--- src/rtl/checkpoint_trace_ring_macros.svh ---
// Assertion helpers shared by ctr_back and checkpoint_trace_ring.
`ifndef CHECKPOINT_TRACE_RING_MACROS_SVH
`define CHECKPOINT_TRACE_RING_MACROS_SVH

// Implication checked on every clock edge outside reset.
`define CTR_ASSERT(label, ante, cons, msg) \
  label: assert property (@(posedge clk) disable iff (rst) (ante) |-> (cons)) \
    else $error(msg);

// Implication whose consequence is checked in the cycle after the antecedent.
`define CTR_ASSERT_NEXT(label, ante, cons, msg) \
  label: assert property (@(posedge clk) disable iff (rst) (ante) |=> (cons)) \
    else $error(msg);

`endif

--- src/rtl/ctr_pkg.sv ---
// ----------------------------------------------------------------------------
// ctr_pkg
// Types and constants shared by the checkpoint trace ring modules.
// ----------------------------------------------------------------------------
package ctr_pkg;

  typedef enum logic [1:0] {
    KIND_CHECKPOINT = 2'd0,
    KIND_DUMP       = 2'd1,
    KIND_QUERY      = 2'd2,
    KIND_UNUSED     = 2'd3
  } kind_t;

  typedef struct packed {
    logic [1:0]  kind;
    logic [31:0] checkpoint_id;
    logic [63:0] now_time;
  } in_item_t;

  typedef struct packed {
    logic        entry_valid;
    logic [31:0] entry_id;
    logic [63:0] entry_time;
    logic        alive_update;
    logic [63:0] alive_time;
    logic        last;
  } out_item_t;

  localparam int unsigned REG_RESOLUTION = 0;
  localparam int unsigned REG_REPORT     = 1;
  localparam logic [31:0] RESOLUTION_RESET = 32'd10;
  localparam logic [31:0] REPORT_RESET     = 32'd1000;

endpackage

--- src/rtl/ctr_front.sv ---
// ----------------------------------------------------------------------------
// ctr_front
// Accepts items, drops unused codes and holds them in a two-entry queue.
// ----------------------------------------------------------------------------
module ctr_front (
  input  logic              clk,
  input  logic              rst,
  input  ctr_pkg::in_item_t item,
  input  logic              push,
  output logic              full,
  output ctr_pkg::in_item_t head,
  output logic              head_valid,
  input  logic              head_take
);
  import ctr_pkg::*;

  in_item_t   slots [2];
  logic       wr_ptr;
  logic       rd_ptr;
  logic [1:0] count;
  logic       do_push;
  logic       do_pop;

  // Items of the unused kind are accepted and discarded here.
  assign full       = (count == 2'd2);
  assign do_push    = push && !full && (item.kind != KIND_UNUSED);
  assign do_pop     = head_take && head_valid;
  assign head_valid = (count != 2'd0);
  assign head       = slots[rd_ptr];

  // Queue storage.
  always_ff @(posedge clk) begin
    if (do_push) begin
      slots[wr_ptr] <= item;
    end
  end

  // Queue pointers and fill count.
  always_ff @(posedge clk) begin
    if (rst) begin
      wr_ptr <= 1'b0;
      rd_ptr <= 1'b0;
      count  <= 2'd0;
    end else begin
      if (do_push) wr_ptr <= ~wr_ptr;
      if (do_pop) rd_ptr <= ~rd_ptr;
      count <= count + {1'b0, do_push} - {1'b0, do_pop};
    end
  end

endmodule

--- src/rtl/ctr_back.sv ---
// ----------------------------------------------------------------------------
// ctr_back
// Carries out checkpoints, queries and dumps against the ring memory.
// ----------------------------------------------------------------------------
`include "checkpoint_trace_ring_macros.svh"
module ctr_back #(
  parameter int DEPTH = 16
) (
  input  logic               clk,
  input  logic               rst,
  input  ctr_pkg::in_item_t  head,
  input  logic               head_valid,
  output logic               head_take,
  input  logic [31:0]        resolution_us,
  input  logic [31:0]        report_interval_us,
  output ctr_pkg::out_item_t result,
  output logic               empty,
  input  logic               pop
);
  import ctr_pkg::*;

  localparam int IW = $clog2(DEPTH);

  typedef enum logic [1:0] {
    ST_IDLE,
    ST_READ,
    ST_EMIT
  } state_t;

  state_t      state;
  logic [31:0] id_mem      [DEPTH];
  logic [31:0] elapsed_mem [DEPTH];
  logic [31:0] rd_id;
  logic [31:0] rd_elapsed;
  logic [IW-1:0] rd_addr;
  logic [IW-1:0] oldest_index;
  logic [IW-1:0] newest_index;
  logic          started;
  logic [63:0]   creation_time;
  logic [63:0]   last_report_time;
  in_item_t      cur;
  logic [IW-1:0] walk;
  logic [IW-1:0] count;
  logic          wr_en;
  logic [IW-1:0] wr_addr;
  logic [31:0]   wr_id;
  logic [31:0]   wr_elapsed;
  logic          out_full;
  logic          load;
  out_item_t     res_next;

  // Elapsed time and its saturated form for the current checkpoint.
  logic [63:0] elapsed;
  logic [31:0] elapsed_sat;
  logic [63:0] gap;
  logic        merge;
  logic [IW-1:0] next_newest;
  logic [IW-1:0] next_oldest;
  logic [63:0] since_report;
  logic        alive;
  logic        dump_fin;

  function automatic logic [IW-1:0] wrap_next(input logic [IW-1:0] i);
    wrap_next = (i == IW'(DEPTH - 1)) ? '0 : i + IW'(1);
  endfunction

  assign elapsed     = (cur.now_time >= creation_time) ? cur.now_time - creation_time : '0;
  assign elapsed_sat = (elapsed[63:32] != '0) ? 32'hFFFF_FFFF : elapsed[31:0];
  assign gap         = elapsed - {32'd0, rd_elapsed};
  assign merge       = (elapsed < {32'd0, rd_elapsed}) || (gap < {32'd0, resolution_us});
  assign next_newest = wrap_next(newest_index);
  assign next_oldest = wrap_next(oldest_index);
  assign since_report = cur.now_time - last_report_time;
  assign alive       = (cur.now_time >= last_report_time) &&
                       (since_report >= {32'd0, report_interval_us});
  assign dump_fin    = (walk == newest_index) || (count == IW'(DEPTH - 1));
  assign head_take   = (state == ST_IDLE) && head_valid;
  assign empty       = !out_full;
  assign load        = (state == ST_READ) && (!out_full || pop);

  // Ring memory, one write and one registered read per cycle.
  always_ff @(posedge clk) begin
    if (wr_en) begin
      id_mem[wr_addr]      <= wr_id;
      elapsed_mem[wr_addr] <= wr_elapsed;
    end
    rd_id      <= id_mem[rd_addr];
    rd_elapsed <= elapsed_mem[rd_addr];
  end

  // Read address: the newest entry for checks and queries, the walk for dumps.
  always_comb begin
    rd_addr = newest_index;
    if (state == ST_READ && cur.kind == KIND_DUMP) begin
      rd_addr = walk;
    end else if (state == ST_EMIT && cur.kind == KIND_DUMP && !out_full) begin
      rd_addr = wrap_next(walk);
    end else if (state == ST_IDLE && head.kind == KIND_DUMP) begin
      rd_addr = oldest_index;
    end
  end

  // Write port decode for checkpoints, only when the result is loaded.
  always_comb begin
    wr_en      = 1'b0;
    wr_addr    = newest_index;
    wr_id      = cur.checkpoint_id;
    wr_elapsed = elapsed_sat;
    if (load && cur.kind == KIND_CHECKPOINT) begin
      wr_en = 1'b1;
      if (!started) begin
        wr_addr    = '0;
        wr_elapsed = '0;
      end else if (!merge) begin
        wr_addr = next_newest;
      end
    end
  end

  // Result for the item in hand.
  always_comb begin
    res_next      = '0;
    res_next.last = 1'b1;
    if (cur.kind == KIND_CHECKPOINT) begin
      if (started && alive) begin
        res_next.alive_update = 1'b1;
        res_next.alive_time   = cur.now_time;
      end
    end else if (started) begin
      res_next.entry_valid = 1'b1;
      res_next.entry_id    = rd_id;
      res_next.entry_time  = creation_time + {32'd0, rd_elapsed};
      if (cur.kind == KIND_DUMP) res_next.last = dump_fin;
    end
  end

  // Sequencer and output register.
  always_ff @(posedge clk) begin
    if (rst) begin
      state            <= ST_IDLE;
      out_full         <= 1'b0;
      started          <= 1'b0;
      oldest_index     <= '0;
      newest_index     <= '0;
      creation_time    <= '0;
      last_report_time <= '0;
    end else begin
      if (load) out_full <= 1'b1;
      else if (pop) out_full <= 1'b0;
      if (load) result <= res_next;
      unique case (state)
        ST_IDLE: begin
          if (head_valid) begin
            cur   <= head;
            walk  <= oldest_index;
            count <= '0;
            state <= ST_READ;
          end
        end
        ST_READ: begin
          // The read data for the item is available in this cycle.
          if (load) begin
            state <= (cur.kind == KIND_DUMP && started && !dump_fin) ? ST_EMIT : ST_IDLE;
            if (cur.kind == KIND_CHECKPOINT) begin
              if (!started) begin
                started       <= 1'b1;
                creation_time <= cur.now_time;
                oldest_index  <= '0;
                newest_index  <= '0;
              end else begin
                if (!merge) begin
                  newest_index <= next_newest;
                  if (oldest_index == next_newest) oldest_index <= next_oldest;
                end
                if (alive) last_report_time <= cur.now_time;
              end
            end
          end
        end
        ST_EMIT: begin
          // Advance the walk once the previous result has left.
          if (!out_full) begin
            walk  <= wrap_next(walk);
            count <= count + IW'(1);
            state <= ST_READ;
          end
        end
        default: state <= ST_IDLE;
      endcase
    end
  end

  `CTR_ASSERT(a_take_idle, head_take, state == ST_IDLE, "item taken while busy")
  `CTR_ASSERT_NEXT(a_start_set, state == ST_READ && cur.kind == KIND_CHECKPOINT && !out_full,
                   started, "checkpoint did not start the ring")
  `CTR_ASSERT(a_emit_empty, state == ST_EMIT && !out_full, !wr_en, "write during dump")

endmodule

--- src/rtl/checkpoint_trace_ring.sv ---
// ----------------------------------------------------------------------------
// checkpoint_trace_ring
// Checkpoint trace ring with a configuration port and queue-style channels.
// ----------------------------------------------------------------------------
// An item at the head of the two-entry input queue is taken into the back
// end, which reads the ring memory, and its result is then formed in the
// result register. The back end takes no new item until the result for the
// one in hand has been loaded, and a waiting result holds the back end. A
// dump gives its results one at a time, paced by the single registered
// read port and by waiting for the result register to empty before reading
// the next entry. Unused kind codes are accepted and dropped without a
// result.
`include "checkpoint_trace_ring_macros.svh"
module checkpoint_trace_ring #(
  parameter int DEPTH = 16
) (
  input  logic               clk,
  input  logic               rst,
  input  logic               psel,
  input  logic               penable,
  input  logic               pwrite,
  input  logic [2:0]         paddr,
  input  logic [31:0]        pwdata,
  output logic [31:0]        prdata,
  output logic               pready,
  input  ctr_pkg::in_item_t  in_item,
  input  logic               push,
  output logic               full,
  output ctr_pkg::out_item_t out_item,
  output logic               empty,
  input  logic               pop
);
  import ctr_pkg::*;

  logic [31:0] resolution_us;
  logic [31:0] report_interval_us;
  in_item_t    head;
  logic        head_valid;
  logic        head_take;
  logic        wr;

  assign pready = 1'b1;
  assign wr     = psel && penable && pwrite;

  // Configuration registers.
  always_ff @(posedge clk) begin
    if (rst) begin
      resolution_us      <= RESOLUTION_RESET;
      report_interval_us <= REPORT_RESET;
    end else if (wr) begin
      if (paddr[2] == 1'b0) resolution_us <= pwdata;
      else report_interval_us <= pwdata;
    end
  end

  // Register read-back.
  always_comb begin
    prdata = paddr[2] ? report_interval_us : resolution_us;
  end

  ctr_front u_front (
    .clk(clk), .rst(rst), .item(in_item), .push(push), .full(full),
    .head(head), .head_valid(head_valid), .head_take(head_take)
  );

  ctr_back #(.DEPTH(DEPTH)) u_back (
    .clk(clk), .rst(rst), .head(head), .head_valid(head_valid),
    .head_take(head_take), .resolution_us(resolution_us),
    .report_interval_us(report_interval_us), .result(out_item),
    .empty(empty), .pop(pop)
  );

  `CTR_ASSERT(a_full_hold, full, !head_take || head_valid, "queue state inconsistent")
  `CTR_ASSERT_NEXT(a_cfg_write, wr && paddr[2] == 1'b0, resolution_us == $past(pwdata),
                   "resolution write lost")
  `CTR_ASSERT(a_ready, 1'b1, pready, "pready low")

endmodule
--- config.mk ---
export PLATFORM = sky130hd
export DESIGN_NAME = checkpoint_trace_ring
export DESIGN_NICKNAME = d
export VERILOG_FILES = /design/src/rtl/ctr_pkg.sv /design/src/rtl/ctr_front.sv /design/src/rtl/ctr_back.sv /design/src/rtl/checkpoint_trace_ring.sv
export VERILOG_INCLUDE_DIRS = /design/src /design/src/rtl
export SDC_FILE = /design/constraint.sdc
export NUM_CORES = 2
export LEC_CHECK = 0
export BUFFER_PORTS_ARGS = -buffer_cell sky130_fd_sc_hd__buf_2
export CAP_MARGIN = 15
export CORE_ASPECT_RATIO = 0.6
export CORE_MARGIN = 3
export CORE_UTILIZATION = 40
export DETAILED_ROUTE_END_ITERATION = 12
export PLACE_DENSITY = 0.6
export SLEW_MARGIN = 20
export SYNTH_ARGS = -nofsm -noshare
export SYNTH_HDL_FRONTEND = slang
export SYNTH_SLANG_ARGS = --single-unit
--- constraint.sdc ---
create_clock -name clk -period 13.1 [get_ports clk]
set_input_delay 2.62 -clock clk [delete_from_list [all_inputs] [get_ports clk]]
set_output_delay 2.62 -clock clk [all_outputs]
set_load 0.02 [all_outputs]
-- Word level (Yosys, flattened, before mapping)
Memory sizes are Yosys's and may differ from the RTL's. A register that Yosys moved wholly into a read port is not among the register bits.
Index checks and enable logic that the tools add are counted.
- output and inout port bits: 198
- memory bits (read-only): 0
- memory bits (writable): 1220
- register bits: 477
- bits in latches: 0
- memories: 3
- input bits: 140
- word-level logic and storage cells: 144
- shift operators: 0
- add/sub/neg operators: 10
- bitwise logic cells: 6
- reduce and logical (&&, ||, !) cells: 41
- eq/ne operators: 17
- multiply operators: 0
- $lt $le $gt $ge: 5
- divide/modulo/power cells: 0
- mux-type cells: 39
- memories (name ; depth ; width ; rd ports ; clocked after Yosys merged registers in ; wr ports ; line ; text):
    u_back.elapsed_mem ; 16 ; 32 ; 1 ; 1 ; 1 ; ctr_back.sv:32 ; logic [31:0] elapsed_mem [DEPTH];
    u_back.id_mem ; 16 ; 32 ; 1 ; 1 ; 1 ; ctr_back.sv:31 ; logic [31:0] id_mem [DEPTH];
    u_front.slots ; 2 ; 98 ; 1 ; 1 ; 1 ; ctr_front.sv:17 ; in_item_t slots [2];
- operators by type and width (kind ; count):
    $ge A64 B64 Y1 ; 2
    $lt A64 B32 Y1 ; 2
    $mux W32 ; 4
    $sub A64 B64 Y64 ; 2
    $mux W97 ; 1
    $mux W65 ; 1
    $add A64 B32 Y64 ; 1
    $ge A64 B32 Y1 ; 1
    $mux W4 ; 16
    $mux W64 ; 1
    $sub A64 B32 Y64 ; 1
    $reduce_bool A32 Y1 ; 1
    $add A4 B1 Y4 const B ; 4
    $eq A4 B4 Y1 const B ; 4
    $logic_and A1 B1 Y1 ; 16
    $pmux W4 S2 ; 2
    $reduce_and A5 Y1 ; 2
    $mux W1 ; 9
    $reduce_and A3 Y1 ; 3
    $eq A4 B4 Y1 ; 2
    $mux W2 ; 4
    $ne A2 B2 Y1 const B ; 4
    $reduce_and A2 Y1 ; 4
    $reduce_and A4 Y1 ; 2
    13 further kinds ; 29

-- Longest topological paths before layout
- word-level depth: 8
- depth in mapped cells: 50
- depth with buffers taken out: 46

-- Hierarchy
From an unflattened synthesis, not the netlist that was laid out.
- cells, all modules: 6892
- area, all modules: 81807.2 µm²
- by module, submodules not included (module ; cells each ; area each (µm²) ; times used):
    ctr_back ; 6270 ; 71335.9 ; 1
    ctr_front ; 332 ; 7400.8 ; 1
    checkpoint_trace_ring ; 290 ; 3070.4 ; 1

-- Worst setup path before layout
No wires, ideal clock.
- path kind: reg-to-reg
- start: register u_back.cur[45] (netlist name)
- end: memory u_back.elapsed_mem[6][0] (enable)
- slack: -1.273 ns
- clock period less this slack: 14.373 ns
- data required time: 12.519 ns
- library setup time: 0.581 ns
- cell stages (with the launch flop): 50
- data arrival time: 13.792 ns
- cell sequence: edfxtp_1 ha_1 clkbuf_1 nand2_1 nor2_1 nand3_1 nand3b_1 o31ai_1 a311o_1 clkbuf_1 clkbuf_1 clkbuf_1 clkbuf_1 buf_1 nand2_1 inv_1 ha_1 a21oi_1 [14 not listed] xnor2_1 ha_1 a21oi_1 nor2b_1 o21ai_0 nand2b_1 a211oi_1 o21ai_0 a2111oi_0 nand4b_1 nor4_1 nand4_1 nor4b_2 nand3_1 buf_2 a31oi_1 o31ai_1 a211oi_1
- word-level cells in the longest chain between the ends: 8
- elaborated cells on any way between the ends: 10
- RTL lines (what ; line ; text):
    from (decl) ; ctr_back.sv:41 ; in_item_t cur;
    from (signal assigned) ; ctr_back.sv:154 ; cur <= head;
    $sub A64 B64 Y64 / $ge A64 B64 Y1 (equally long branches) ; ctr_back.sv:67 ; assign elapsed = (cur.now_time >= creation_time) ? cur.now_time - creation_time : '0;
    $mux W64 (*) ; ctr_back.sv:67 ;
    $sub A64 B32 Y64 ; ctr_back.sv:69 ; assign gap = elapsed - {32'd0, rd_elapsed};
    $lt A64 B32 Y1 ; ctr_back.sv:70 ; assign merge = (elapsed < {32'd0, rd_elapsed}) || (gap < {32'd0, resolution_us});
    $logic_or A1 B1 Y1 (*) ; ctr_back.sv:70 ;
    $mux W4 (*) (2 in a row) ; - ;
    $mux W4 (*) ; ctr_back.sv:109 ; if (load && cur.kind == KIND_CHECKPOINT) begin
    to (decl) ; ctr_back.sv:32 ;
Mark *: on every way between the ends. The rest lies on a longest branch, timed or not.

-- Worst setup path in the final report
- start: register u_back.cur[0] (netlist name)
- end: memory u_back.elapsed_mem[0][18] (enable)
Same word-level chain as after synthesis.

==> results.env <==
REGAREA_UM2=50180
DP_SLACK_PS=1481
CTS_SETUP_BUFFERS=0
CRIT_FANOUT=15
POSTSYNTHCELLCOUNT=7017
CRITICAL_PATH_CAPTURE_POINT_TYPE='flip-flop'
CTS_HOLD_BUFFERS=0
FINAL_LAYOUT_SIZE_SUFFIX_GT1_SHARE_PCT=13.07
ANTENNA_FOUND_INITIAL=33
SYNTH_COMMONEST_CELLS='1489 x sky130_fd_sc_hd__edfxtp_1, 1014 x sky130_fd_sc_hd__nand2_1, 510 x sky130_fd_sc_hd__a21oi_1'
OUTCOME='finished clean'
CRITICAL_PATH.MAX_STAGE_DELAY_PS=540
FINAL_MAX_SLEW_VIOL_COUNT=0
VDD_IR_DROP_MAX_mV=0.09954
POSTSYNTH.TOPFLOPCELL='sky130_fd_sc_hd__edfxtp_1'
TOTAL_NUMBER_OF_VIAS=57460
SYNTH-WARNING-COUNT=0
N_FILL_CELL=18100
CLK_PATH_BUF_DEPTH=4
DOMINANT_COMBINATIONAL_CELL_FAMILY_BY_AREA_AFTER_SYNTHESIS='compound AO/OA/AOI/OAI gates'
DIE_WIDTH_UM=589.4
IO_PINS=338
NUM-NETS-FINAL=7722
CRITICAL_PATH_SOURCE_TYPE='flip-flop'
DETAIL_ROUTE.WL_PER_CELL_UM=25.41
INITIAL_UTILIZATION_PCT=40.57
FINALSETUPTNS_PS=0
SYNTH_CELL_TYPE_COUNT=97
WORST_EP_ARRIVAL_TIME_PS=12440
GRT.BUSIEST_LAYER='met1'
CTS_TREE='done'
SYN_NETS=7422
GRT.MET3_USAGE_PCT=8.494
GRT_MAX_DEGREE=223
YS_TOP_CELLS_BY_AREA='sky130_fd_sc_hd__edfxtp_1 55%, sky130_fd_sc_hd__dfxtp_1 6.7%, sky130_fd_sc_hd__nand2_1 4.7%, sky130_fd_sc_hd__ha_1 4.0%, sky130_fd_sc_hd__a211oi_1 3.3%'
MULTI_INPUT_COMB_AREA_UM2=29140
FLOORPLAN_ROW_COUNT=127
POST-DP-HPWL_UM=177600
PORT_BUFFER_CELLS=334
HOLD_CLASS='flip-flop to flip-flop'
ROUTE.FINAL.WIRE_LENGTH_UM=258600
WORST-R2R-SETUP-SLACK_PS=1090
RSZ0062_AT_GRT='false'
WORST-SETUP-PATH-TYPE='flip-flop to flip-flop'
POST-ROUTE-WORST-SETUP-SLACK_PS=1093
SYNTH-SEQ-CELLS=1762
PERIOD_NEEDED_PS=12010
NUMBER_OF_ENABLE_FLIP_FLOP_CELLS_AFTER_SYNTHESIS=1489
R2R-END='u_back.elapsed_mem[0][18]'
WORST-R2R-CELL-COUNT=47
WORST_SLEW_PIN_SLEW_PS=1225
GRT_PASS1_VIAS=53110
SYNTHXORXNORAREAFRAC_PCT=1.973
H-TREE-DEPTH=4
SYNTH_COMPOUND_GATE_AREA_SHARE_PCT=13.89
CRITPATHREQUIREDTIME_PS=13530
CLK-INSERTION-DELAY-LATE_PS=840
HOLD_SLACK_PS=457.1
CLK_PIN_SLEW_WORST_PATHS_PS=60
DESIGN.CORE.AREA_UM2=201300
PLACE_AREA_UM2=87650
MAXCLOCKFREQUENCY_MHz=83.28
VIAS_PER_CELL=5.647
GLOBAL_ROUTE.OVERFLOW_TOTAL=0
POWER.DENSITY_nW_PER_UM2=173.9
FIN_SKEW_PS=80.12
FINALSETUPVIOLATIONS=0
HOLD_PATH.STARTPOINT='u_back.creation_time[57]'
USE_MET2_PCT=30.68
WORSTHOLDPATHCELLS=2
CP_SLOWEST_CELL='sky130_fd_sc_hd__edfxtp_1'
HOLD_PATH_END='u_back.creation_time[57]'
SYNTHMUXAREASHARE_PCT=2.381
FINAL_STANDARD_CELL_AREA_WITHOUT_FILLERS_UM2=93290
DRT_DRC_VIOLATIONS_LEFT=0
CLKSINKCOUNT=1762
FINALHOLDVIOLCOUNT=0
POWER_W=0.01622
POST-SYNTH-TOP-COUNT-CELL='sky130_fd_sc_hd__edfxtp_1'
POST_CTS_RESIZE_COUNT=0
SLEW_HEADROOM_PCT=18.31
SYNTHADDERAREAFRAC_PCT=4.096
USE_MET1_PCT=38.07
FLOORPLAN.DIE_AREA_UM2=209800
TIMING.RR.START='u_back.cur[0]'
SYNTH-SEQ-AREA-SHARE_PCT=61.44
ROUTE.ANTENNA.REMAINING_NETS=0
SYNTHESIS.AREA_PER_INSTANCE_UM2=11.64
DIE_HEIGHT_UM=356.0
FIRST_PASS_GRT_WIRE_LENGTH_UM=372600
FINALWEIGHTEDCONGESTION=0.9892
AREA_DELTA_SYNTH_FINAL_PCT=14.22
POSTSYNTH.ASYNCRESETSHARE_PCT=0
GRT_USE_TOTAL_PCT=24.01
SYNTHESIS.AREA_UM2=81670
YOSYS.AREA_SHARE.SIMPLE_PCT=12.85
DRT_FIRST_PASS_ITERS=6
MAX_CAP_VIOLATION_COUNT=0
MIN_PERIOD_OVER_PERIOD_PCT=91.66
SYNTH_TOP_CELL_AREA_SHARE_PCT=54.75
CELLLEAKAGEPOWER_nW=32.21
CTS.ROOT.BUFFER_CELL='sky130_fd_sc_hd__clkbuf_16'
CTS-BUFFERS-INSERTED=175
FIRST_ITER_VIOLATIONS=6746
YOSYSTOPAREACELL='sky130_fd_sc_hd__edfxtp_1'
[state kept, by name, summed over array words and instances (netlist names), 32 cells and up, named ones only]
signal                   count
u_back.last_report_time     64
u_back.rd_id                32
report_interval_us          32
u_back.result              163
resolution_us               32
u_back.elapsed_mem         512
u_back.creation_time        64
u_back.id_mem              512
u_back.cur                  66
u_front.slots              196
u_back.rd_elapsed           32
u_back.wr_id                32
[worst max-delay path by stage]
stage | startpoint | end | cells after the start
floorplan | u_back.cur[45] | u_back.elapsed_mem[11][0] | 49
global placement | u_back.cur[0] | u_back.id_mem[10][24] | 47
detailed placement | u_back.cur[0] | u_back.id_mem[10][24] | 48
CTS | u_back.cur[0] | u_back.elapsed_mem[0][18] | 47
global route | u_back.cur[0] | u_back.elapsed_mem[0][18] | 47
finish | u_back.cur[0] | u_back.elapsed_mem[0][18] | 47
[layout by cell type, fill, tap and decap left out, types with 165 or more instances in the layout]
cell type	instances
sky130_fd_sc_hd__edfxtp_1	1489
sky130_fd_sc_hd__nand2_1	1014
sky130_fd_sc_hd__a21oi_1	485
sky130_fd_sc_hd__and2_1	358
sky130_fd_sc_hd__a211oi_1	354
sky130_fd_sc_hd__buf_2	333
sky130_fd_sc_hd__inv_1	331
sky130_fd_sc_hd__dfxtp_1	272
sky130_fd_sc_hd__ha_1	261
sky130_fd_sc_hd__nor2_1	241
sky130_fd_sc_hd__clkbuf_16	178
sky130_fd_sc_hd__o21ai_0	177
sky130_fd_sc_hd__nand2b_1	165
sky130_fd_sc_hd__a31oi_1	165
[per-stage QoR]
step,util (%),std cells
final,46.33,10180
after global routing,46.33,10170
after CTS,46.28,10160
after detailed placement,43.54,9849
after global placement,43.50,9847
after floorplan,-,7017
[cell families after synthesis]
family | Yosys count
buffers and inverters | 725
other | 1
AOI/OAI and AO/OA | 1710
adders and majority gates | 265
muxes | 181
and+or+nand+nor | 2189
xor gates and xnor gates | 184
DFF | 1762
[cell type report]
class                           count  area share (%)
Sequential cell                  1762           53.79
Multi-Input combinational cell   4530           31.24
Clock buffer                      237           5.173
Timing Repair Buffer              515           4.033
Tap cell                         2709           3.633
Inverter                          333           1.340
Clock inverter                     78          0.7578
Antenna cell                       11         0.02951
[routing by layer]
layer  vias to the layer above  wire (um)
li1                      26440          -
met1                     28530     125700
met2                      2217      98000
met3                       268      29890
met4                        10       4873
met5                         -         79
[critical path, delay by kind of cell, from the launching register on]
kind                       cells  cell delay, ps
AOI/OAI and AO/OA             19            5240
xor gates and xnor gates       1             140
adders and majority gates      4            1220
buffers and inverters          6            1230
DFF                            1             540
and+or+nand+nor               17            3210
[power by group]
part           switching (W)  internal [W]
sequential          0.000350       0.00655
clock                0.00216       0.00280
combinational        0.00289       0.00148
(Power assumes the default switching activity.)
